$ cat src/rtl/ttdq_pkg.sv
// shared types and constants of the tick delay wakeup queue
`default_nettype none
package ttdq_pkg;

  localparam int unsigned MaxResults = 64;
  localparam int unsigned NumW       = $clog2(MaxResults + 1);
  localparam logic [31:0] TickMax    = 32'hFFFF_FFFF;

  typedef enum logic [1:0] {
    OP_TICK  = 2'd0,
    OP_QUERY = 2'd1,
    OP_REL   = 2'd2,
    OP_ABS   = 2'd3
  } op_e;

  typedef struct packed {
    op_e         op;
    logic [7:0]  task_id;
    logic [31:0] amount;
  } cmd_t;

  typedef struct packed {
    logic [31:0] wake;
    logic [7:0]  task_id;
  } entry_t;

endpackage
`default_nettype wire

$ cat src/rtl/ttdq_front.sv
// request decode and two-entry command queue
`default_nettype none
module ttdq_front
  import ttdq_pkg::*;
(
  input  wire logic        clk_i,
  input  wire logic        rst_ni,
  input  wire logic        in_valid_i,
  output logic             in_ready_o,
  input  wire logic [1:0]  mode_i,
  input  wire logic [7:0]  task_id_i,
  input  wire logic [31:0] tick_amount_i,
  output logic             cmd_valid_o,
  input  wire logic        cmd_ready_i,
  output cmd_t             cmd_o
);

  cmd_t       fifo_q [2];
  logic       wr_ptr_q, wr_ptr_d, rd_ptr_q, rd_ptr_d;
  logic [1:0] cnt_q, cnt_d;
  logic       push, pop;
  cmd_t       cmd_in;

  // a zero relative delay is just a reply with the current count
  always_comb begin
    cmd_in.task_id = task_id_i;
    cmd_in.amount  = tick_amount_i;
    unique case (mode_i)
      OP_TICK:  cmd_in.op = OP_TICK;
      OP_QUERY: cmd_in.op = OP_QUERY;
      OP_REL:   cmd_in.op = (tick_amount_i == 32'd0) ? OP_QUERY : OP_REL;
      default:  cmd_in.op = OP_ABS;
    endcase
  end

  assign in_ready_o  = (cnt_q != 2'd2);
  assign cmd_valid_o = (cnt_q != 2'd0);
  assign cmd_o       = fifo_q[rd_ptr_q];
  assign push        = in_valid_i && in_ready_o;
  assign pop         = cmd_valid_o && cmd_ready_i;

  always_comb begin
    wr_ptr_d = push ? ~wr_ptr_q : wr_ptr_q;
    rd_ptr_d = pop ? ~rd_ptr_q : rd_ptr_q;
    cnt_d    = cnt_q + {1'b0, push} - {1'b0, pop};
  end

  always_ff @(posedge clk_i or negedge rst_ni) begin
    if (!rst_ni) begin
      wr_ptr_q <= 1'b0;
      rd_ptr_q <= 1'b0;
      cnt_q    <= 2'd0;
    end else begin
      wr_ptr_q <= wr_ptr_d;
      rd_ptr_q <= rd_ptr_d;
      cnt_q    <= cnt_d;
    end
  end

  always_ff @(posedge clk_i) begin
    if (push) begin
      fifo_q[wr_ptr_q] <= cmd_in;
    end
  end

endmodule
`default_nettype wire

$ cat src/rtl/ttdq_back.sv
// tick counter, sorted wait queue memory and result register
`default_nettype none
module ttdq_back
  import ttdq_pkg::*;
#(
  parameter int unsigned QUEUE_DEPTH = 64
) (
  input  wire logic        clk_i,
  input  wire logic        rst_ni,
  input  wire logic        cmd_valid_i,
  output logic             cmd_ready_o,
  input  wire cmd_t        cmd_i,
  output logic             out_valid_o,
  input  wire logic        out_ready_i,
  output logic [7:0]       reply_task_o,
  output logic [31:0]      tick_value_o,
  output logic             status_o,
  output logic             last_o
);

  localparam int unsigned AW = (QUEUE_DEPTH > 1) ? $clog2(QUEUE_DEPTH) : 1;
  localparam int unsigned FW = $clog2(QUEUE_DEPTH + 1);

  typedef enum logic [5:0] {
    S_IDLE      = 6'b000001,
    S_TICK_HEAD = 6'b000010,
    S_TICK_NEXT = 6'b000100,
    S_EMIT      = 6'b001000,
    S_INS_CHK   = 6'b010000,
    S_INS_PUT   = 6'b100000
  } state_e;

  function automatic logic [AW-1:0] ptr_inc(input logic [AW-1:0] a);
    ptr_inc = (a == AW'(QUEUE_DEPTH - 1)) ? '0 : a + AW'(1);
  endfunction

  function automatic logic [AW-1:0] ptr_dec(input logic [AW-1:0] a);
    ptr_dec = (a == '0) ? AW'(QUEUE_DEPTH - 1) : a - AW'(1);
  endfunction

  state_e          st_q, st_d;
  logic [31:0]     count_q, count_d;
  logic [AW-1:0]   head_q, head_d, idx_q, idx_d;
  logic [FW-1:0]   fill_q, fill_d, k_q, k_d;
  logic [NumW-1:0] n_q, n_d;
  logic [7:0]      pend_task_q, pend_task_d, task_q, task_d;
  logic            pend_status_q, pend_status_d;
  logic [31:0]     wake_q, wake_d;

  entry_t          mem [QUEUE_DEPTH];
  entry_t          rdata_q, wdata;
  logic [AW-1:0]   raddr, waddr;
  logic            we;

  logic            can_emit, out_load, out_last, more;
  logic [FW:0]     tail_sum;
  logic [AW-1:0]   tail;
  logic [32:0]     rel_sum;
  logic [31:0]     wake_new;

  assign can_emit = !out_valid_o || out_ready_i;
  assign tail_sum = (FW+1)'(head_q) + (FW+1)'(fill_q);
  assign tail     = (tail_sum >= (FW+1)'(QUEUE_DEPTH)) ?
                    AW'(tail_sum - (FW+1)'(QUEUE_DEPTH)) : AW'(tail_sum);
  assign rel_sum  = {1'b0, count_q} + {1'b0, cmd_i.amount};
  assign wake_new = (cmd_i.op == OP_ABS) ? cmd_i.amount :
                    (rel_sum[32] ? TickMax : rel_sum[31:0]);
  assign more     = (rdata_q.wake <= count_q) && (n_q < NumW'(MaxResults));

  always_comb begin
    st_d          = st_q;
    count_d       = count_q;
    head_d        = head_q;
    idx_d         = idx_q;
    fill_d        = fill_q;
    k_d           = k_q;
    n_d           = n_q;
    pend_task_d   = pend_task_q;
    pend_status_d = pend_status_q;
    task_d        = task_q;
    wake_d        = wake_q;
    raddr         = head_q;
    waddr         = idx_q;
    wdata         = '{wake: wake_q, task_id: task_q};
    we            = 1'b0;
    cmd_ready_o   = 1'b0;
    out_load      = 1'b0;
    out_last      = 1'b1;
    unique case (st_q)
      S_IDLE: begin
        cmd_ready_o = 1'b1;
        if (cmd_valid_i) begin
          pend_task_d   = cmd_i.task_id;
          pend_status_d = 1'b0;
          case (cmd_i.op)
            OP_TICK: begin
              count_d = (count_q == TickMax) ? count_q : count_q + 32'd1;
              if (fill_q != '0) begin
                st_d = S_TICK_HEAD;
              end
            end
            OP_QUERY: begin
              st_d = S_EMIT;
            end
            default: begin
              if (cmd_i.op == OP_ABS && cmd_i.amount <= count_q) begin
                st_d = S_EMIT;
              end else if (fill_q == FW'(QUEUE_DEPTH)) begin
                pend_status_d = 1'b1;
                st_d          = S_EMIT;
              end else if (fill_q == '0) begin
                we     = 1'b1;
                waddr  = head_q;
                wdata  = '{wake: wake_new, task_id: cmd_i.task_id};
                fill_d = fill_q + FW'(1);
              end else begin
                wake_d = wake_new;
                task_d = cmd_i.task_id;
                idx_d  = tail;
                k_d    = fill_q;
                raddr  = ptr_dec(tail);
                st_d   = S_INS_CHK;
              end
            end
          endcase
        end
      end
      S_TICK_HEAD: begin
        if (rdata_q.wake > count_q) begin
          st_d = S_IDLE;
        end else begin
          pend_task_d = rdata_q.task_id;
          head_d      = ptr_inc(head_q);
          fill_d      = fill_q - FW'(1);
          n_d         = NumW'(1);
          raddr       = ptr_inc(head_q);
          st_d        = (fill_q == FW'(1) || MaxResults == 1) ? S_EMIT : S_TICK_NEXT;
        end
      end
      S_TICK_NEXT: begin
        if (can_emit) begin
          out_load = 1'b1;
          out_last = !more;
          if (more) begin
            pend_task_d = rdata_q.task_id;
            head_d      = ptr_inc(head_q);
            fill_d      = fill_q - FW'(1);
            n_d         = n_q + NumW'(1);
            raddr       = ptr_inc(head_q);
            if (fill_q == FW'(1) || n_q + NumW'(1) == NumW'(MaxResults)) begin
              st_d = S_EMIT;
            end
          end else begin
            st_d = S_IDLE;
          end
        end
      end
      S_EMIT: begin
        if (can_emit) begin
          out_load = 1'b1;
          st_d     = S_IDLE;
        end
      end
      S_INS_CHK: begin
        // shift larger entries one slot toward the tail
        if (rdata_q.wake > wake_q) begin
          we    = 1'b1;
          wdata = rdata_q;
          idx_d = ptr_dec(idx_q);
          k_d   = k_q - FW'(1);
          raddr = ptr_dec(ptr_dec(idx_q));
          if (k_q == FW'(1)) begin
            st_d = S_INS_PUT;
          end
        end else begin
          we     = 1'b1;
          fill_d = fill_q + FW'(1);
          st_d   = S_IDLE;
        end
      end
      S_INS_PUT: begin
        we     = 1'b1;
        fill_d = fill_q + FW'(1);
        st_d   = S_IDLE;
      end
      default: begin
        st_d = S_IDLE;
      end
    endcase
  end

  always_ff @(posedge clk_i or negedge rst_ni) begin
    if (!rst_ni) begin
      st_q        <= S_IDLE;
      count_q     <= '0;
      head_q      <= '0;
      fill_q      <= '0;
      out_valid_o <= 1'b0;
    end else begin
      st_q    <= st_d;
      count_q <= count_d;
      head_q  <= head_d;
      fill_q  <= fill_d;
      if (out_load) begin
        out_valid_o <= 1'b1;
      end else if (out_ready_i) begin
        out_valid_o <= 1'b0;
      end
    end
  end

  always_ff @(posedge clk_i) begin
    idx_q         <= idx_d;
    k_q           <= k_d;
    n_q           <= n_d;
    pend_task_q   <= pend_task_d;
    pend_status_q <= pend_status_d;
    task_q        <= task_d;
    wake_q        <= wake_d;
    if (out_load) begin
      reply_task_o <= pend_task_q;
      tick_value_o <= count_q;
      status_o     <= pend_status_q;
      last_o       <= out_last;
    end
  end

  always_ff @(posedge clk_i) begin
    if (we) begin
      mem[waddr] <= wdata;
    end
    rdata_q <= mem[raddr];
  end

endmodule
`default_nettype wire

$ cat src/rtl/tick_delay_wakeup_queue.sv
// top level of the tick delay wakeup queue
`default_nettype none
// Tick counter with a wait queue of task ids kept sorted by wake tick. mode 0
// advances the saturating count and releases every task whose wake tick is not
// after the new count, at most 64 per tick, oldest wake tick first, ties in
// arrival order, the final one flagged with last; a tick that frees nothing
// produces no transaction. mode 1 answers with the count, mode 2 and 3 queue a
// delay or answer at once when it has already expired; a full queue answers
// with status 1. Requests go through a two-entry command queue, so the input
// side keeps taking requests while the executing side works, until both
// entries are full. An insert shifts each queued entry with a later wake tick
// toward the tail one at a time, through the single read port of the wait
// queue memory. No clearing pass after reset.
module tick_delay_wakeup_queue
  import ttdq_pkg::*;
#(
  parameter int unsigned QUEUE_DEPTH = 64
) (
  input  wire logic        clk_i,
  input  wire logic        rst_ni,
  input  wire logic        in_valid_i,
  output logic             in_ready_o,
  input  wire logic [1:0]  mode_i,
  input  wire logic [7:0]  task_id_i,
  input  wire logic [31:0] tick_amount_i,
  output logic             out_valid_o,
  input  wire logic        out_ready_i,
  output logic [7:0]       reply_task_o,
  output logic [31:0]      tick_value_o,
  output logic             status_o,
  output logic             last_o
);

  // decoded command between the front and back halves
  cmd_t cmd;
  logic cmd_valid;
  logic cmd_ready;

  // front: decode each transaction and buffer it
  ttdq_front u_front (
    .clk_i         (clk_i),
    .rst_ni        (rst_ni),
    .in_valid_i    (in_valid_i),
    .in_ready_o    (in_ready_o),
    .mode_i        (mode_i),
    .task_id_i     (task_id_i),
    .tick_amount_i (tick_amount_i),
    .cmd_valid_o   (cmd_valid),
    .cmd_ready_i   (cmd_ready),
    .cmd_o         (cmd)
  );

  // back: counter, sorted queue memory and registered results
  ttdq_back #(
    .QUEUE_DEPTH (QUEUE_DEPTH)
  ) u_back (
    .clk_i        (clk_i),
    .rst_ni       (rst_ni),
    .cmd_valid_i  (cmd_valid),
    .cmd_ready_o  (cmd_ready),
    .cmd_i        (cmd),
    .out_valid_o  (out_valid_o),
    .out_ready_i  (out_ready_i),
    .reply_task_o (reply_task_o),
    .tick_value_o (tick_value_o),
    .status_o     (status_o),
    .last_o       (last_o)
  );

endmodule
`default_nettype wire
$ cat config.mk
export PLATFORM = sky130hd
export DESIGN_NAME = tick_delay_wakeup_queue
export DESIGN_NICKNAME = d
export VERILOG_FILES = /design/src/rtl/ttdq_pkg.sv /design/src/rtl/ttdq_front.sv /design/src/rtl/ttdq_back.sv /design/src/rtl/tick_delay_wakeup_queue.sv
export SDC_FILE = /design/constraint.sdc
export NUM_CORES = 2
export LEC_CHECK = 0
export ABC_AREA = 1
export BUFFER_PORTS_ARGS = -buffer_cell sky130_fd_sc_hd__clkbuf_2
export CAP_MARGIN = 5
export CORE_UTILIZATION = 30
export CTS_BUF_LIST = sky130_fd_sc_hd__clkbuf_8 sky130_fd_sc_hd__clkbuf_16
export DETAILED_ROUTE_END_ITERATION = 10
export MAX_ROUTING_LAYER = met4
export REMOVE_ABC_BUFFERS = 1
export SLEW_MARGIN = 20
export SYNTH_ARGS = -nofsm -noshare
export SYNTH_HDL_FRONTEND = slang
export SYNTH_SLANG_ARGS = --single-unit
$ cat constraint.sdc
create_clock -name clk_i -period 9.15 [get_ports clk_i]
set_input_delay 1.83 -clock clk_i [delete_from_list [all_inputs] [get_ports clk_i]]
set_output_delay 1.83 -clock clk_i [all_outputs]
set_load 0.02 [all_outputs]
==> results by group <==
GRT
  • GRT Util Overall: between 15 and 20%
  • Global-route wire length before repair: between 500 and 600 mm
  • Largest net degree at the start of global routing: between 150 and 200
  • Vias in the first global route: approximately 84000
  • Congestion Overflow GR: 0
  • Antenna violations before repair: 14

Clocking
  • CTS Sinks: ~2900
  • Root Driver: clkbuf_16
  • Postcts setup bufs: 0
  • Later-pin clock latency in the skew report: about 0.94 ns
  • Post-CTS Resized: 0
  • CTS Buffer Depth: 4
  • CTS hold repair buffers: 0
  • Cts bufs inserted: between 300 and 400
  • Reg clk slew, reported paths: roughly 0.060 ns
  • TritonCTS clock tree: yes
  • H-tree levels: 5

Floorplanning
  • Cell Rows: approximately 240
  • Core box area: around 430000 um2
  • Boundary pin count: 90
  • Die extent in x: around 660 um
  • Starting Density: a little under a third
  • Die area: 437000 um2
  • Die H: ~660 um

Synthesis
  • Most frequent cell after synthesis: nand3_1
  • Asr flop ratio synth: approximately 2.0%
  • Avg Cell Area, Syn: about 11 um2
  • Synth Instances: between 10000 and 15000
  • Sequential share of the synthesized area: 65.2%
  • Commonest cells post-synth: nand3_1 (2799), edfxtp_1 (2755), nand2_1 (1904), inv_1 (1702), nand3b_1 (950)
  • Synthesized area: between 100000 and 150000 um2
  • Synth area leader: edfxtp_1
  • Synth Warn #: 0
  • Number of synthesized flops with an enable pin: about 2800
  • #FFs+latches synth: about 2900
  • Ys flop type: edfxtp_1
  • Synth area leaders: edfxtp_1 (63%), nand3_1 (11%), nand2_1 (5.5%)
  • Area share of the largest cell type after synthesis: between 60% and 70%
  • Synth unique cells: 59

Setup path
  • WP buf/inv: 3
  • Crit-path leading delay family: simple AND/OR/NAND/NOR gates
  • Crit. End Element: flip-flop
  • CP cell instances: inv_2 > buf_4 > nand2_1 > nand2_1 > ha_1 > nand2_1 > nor2_1 > nand2_1 > nor2_1 > nand2_1 > nand2_1 > nand2_1 > nand2_2 > nand2_2 > nor3_4 > nand2_1 > o21ai_0 > nand3_1 > nor2_4 > buf_4
  • Crit Path Category: reg2reg
  • Most frequent CP cell: nand2_1
  • CP max-delay cell: nor2_4
  • Worst-path maximum fanout: 27
  • Worst Path Required: 9.73 ns
  • CP startpoint kind: flip-flop
  • CP max stage delay: roughly 1.1 ns
  • Worst path arrival time: roughly 7.7 ns

Detailed routing
  • Vias/cell: 5.02
  • Post-DRT Antenna Nets: 0
  • 1st-iter DRT viols: 10300
  • Routed wire length: roughly 380 mm
  • WL/cell: approximately 21 um
  • # DRC: 0
  • DR vias: about 89000
  • First-pass DRT Iterations: 5

Placed design
  • Placed cell count: around 17000
  • Detailed placement HPWL: ~210 mm
  • Number of port buffers: 89
  • Global placer's final weighted congestion: about 0.88

Cells and area
  • Non-Filler Instances: roughly 18000
  • FILL cells: 42300
  • Share of cells above drive strength 1: 7.70%
  • Layout area overhead: 12.9%
  • Nets: ~12000

Timing
  • Fin. max-slew vios: 0
  • Slew margin rel.: ~24%
  • Final setup viols: 0
  • Max frequency: ~0.14 GHz
  • RSZ-0062 raised after global routing: no
  • Final worst-path cycle share: 78.1%
  • Clk_skew: approximately 0.057 ns
  • Worst-Margin Slew: between 1 and 1.5 ns
  • Crit path time final: 7.15 ns
  • Final Hold Vio Count: 0

Flow run
  • Max Cap Viol: 0

Hold path
  • Min-delay worst type: reg2reg

Run status
  • Status: finished clean
[metrics by stage]
step	TNS, ns	setup slack (ns)	area [um2]	hold slack, ns	utilization, %
6_report	0	2.00	147000	0.424	34.1
5_1_grt	0	1.66	147000	0.443	34.1
4_1_cts	0	2.09	147000	0.429	34.1
3_5_place_dp	0	2.09	137000	0.413	31.8
3_3_place_gp	0	2.09	137000	0.404	31.8
2_1_floorplan	-3309.31	-82.74	127000	0.400	-
[placed cells by master (no fill, tap or decap), drive strengths merged, types with 2 or more instances in the layout]
cell type	netlist	layout
nand3	2803	2803
edfxtp	2755	2755
nand2	1913	1913
inv	1719	1813
nand3b	950	950
clkbuf	198	422
nor2	244	244
buf	547	223
ha	164	164
a21oi	138	138
o21ai	117	117
clkinv	5	111
xor2	73	73
dfrtp	55	55
nor3	42	42
dfxtp	40	40
a22oi	33	33
nand4	31	31
o22ai	25	25
nor4	24	24
bufinv	0	23
o211ai	14	14
or2	14	14
xnor2	12	12
a221oi	11	11
o21a	9	9
o221ai	7	7
diode	0	6
clkinvlp	0	6
a31oi	6	6
o21bai	5	5
a21o	4	4
o31ai	4	4
a211oi	4	4
a21boi	3	3
o2111ai	2	2
o311ai	2	2
fa	2	2
[cell type report]
class                      count  area [um2]  share of cell area, %
clock buffer                 333        8060                   5.48
tap                         5710        7140                   4.85
clock inverter               229        1990                   1.35
inverter                    1724        6490                   4.41
timing repair buffer         312        2530                   1.72
antenna                        6        15.0                 0.0102
multi-input combinational   6661       36000                   24.5
sequential                  2851       84900                   57.7
[worst paths after layout]
check / startpoint / end / slack [ns] / cells past startpoint
worst max-delay path: u_front.rd_ptr_q$_DFFE_PN0P_ / u_back.mem[3][12]$_DFFE_PP_ / 2.00 / 20
worst min-delay path: u_back.pend_status_q$_SDFFCE_PP0P_ / u_back.status_o$_DFFE_PP_ / 0.42 / 0
worst max register to register: u_front.rd_ptr_q$_DFFE_PN0P_ / u_back.mem[3][12]$_DFFE_PP_ / 2.00 / 20
worst min register to register: u_back.pend_status_q$_SDFFCE_PP0P_ / u_back.status_o$_DFFE_PP_ / 0.42 / 0
max in group asynchronous: rst_ni / u_back.count_q[30]$_DFFE_PN0P_ / 7.47 / 2
min in group asynchronous: rst_ni / u_front.cnt_q[1]$_DFF_PN0_ / 1.10 / 2
[state kept, by name (all words and copies together), names as in the netlist, 2 cells and up]
name	flops
u_front.cnt_q	2
u_back.wake_q	32
u_back.count_q	32
u_back.pend_task_q	8
u_back.rdata_q	40
u_back.st_q	6
u_front.fifo_q	84
u_back.idx_q	6
u_back.tick_value_o	32
u_back.mem	2560
u_back.reply_task_o	8
u_back.n_q	7
u_back.fill_q	7
u_back.task_q	8
u_back.k_q	7
u_back.head_q	6
[kinds of logic after synthesis]
logic type      synth area share (%)
xor+xnor                       0.571
compound gates                  1.74
simple gates                    23.1
flops                           65.2
buf+inv                         7.80
mux                          0.00768
fa+ha+maj                       1.61
[routing by layer]
metal | wire length (um) | vias up | global-route usage, % | share of wire [%]
li1 | - | 41000 | - | -
met1 | 168000 | 44100 | 24.2 | 44
met2 | 171000 | 3759 | 26.2 | 45
met3 | 31100 | 592 | 2.50 | 8.2
met4 | 9910 | 0 | 4.90 | 2.6
met5 | 0 | - | - | 0
Power is not shown: default switching activity piles up to over one toggle a cycle in this logic, so the estimate is an artifact.
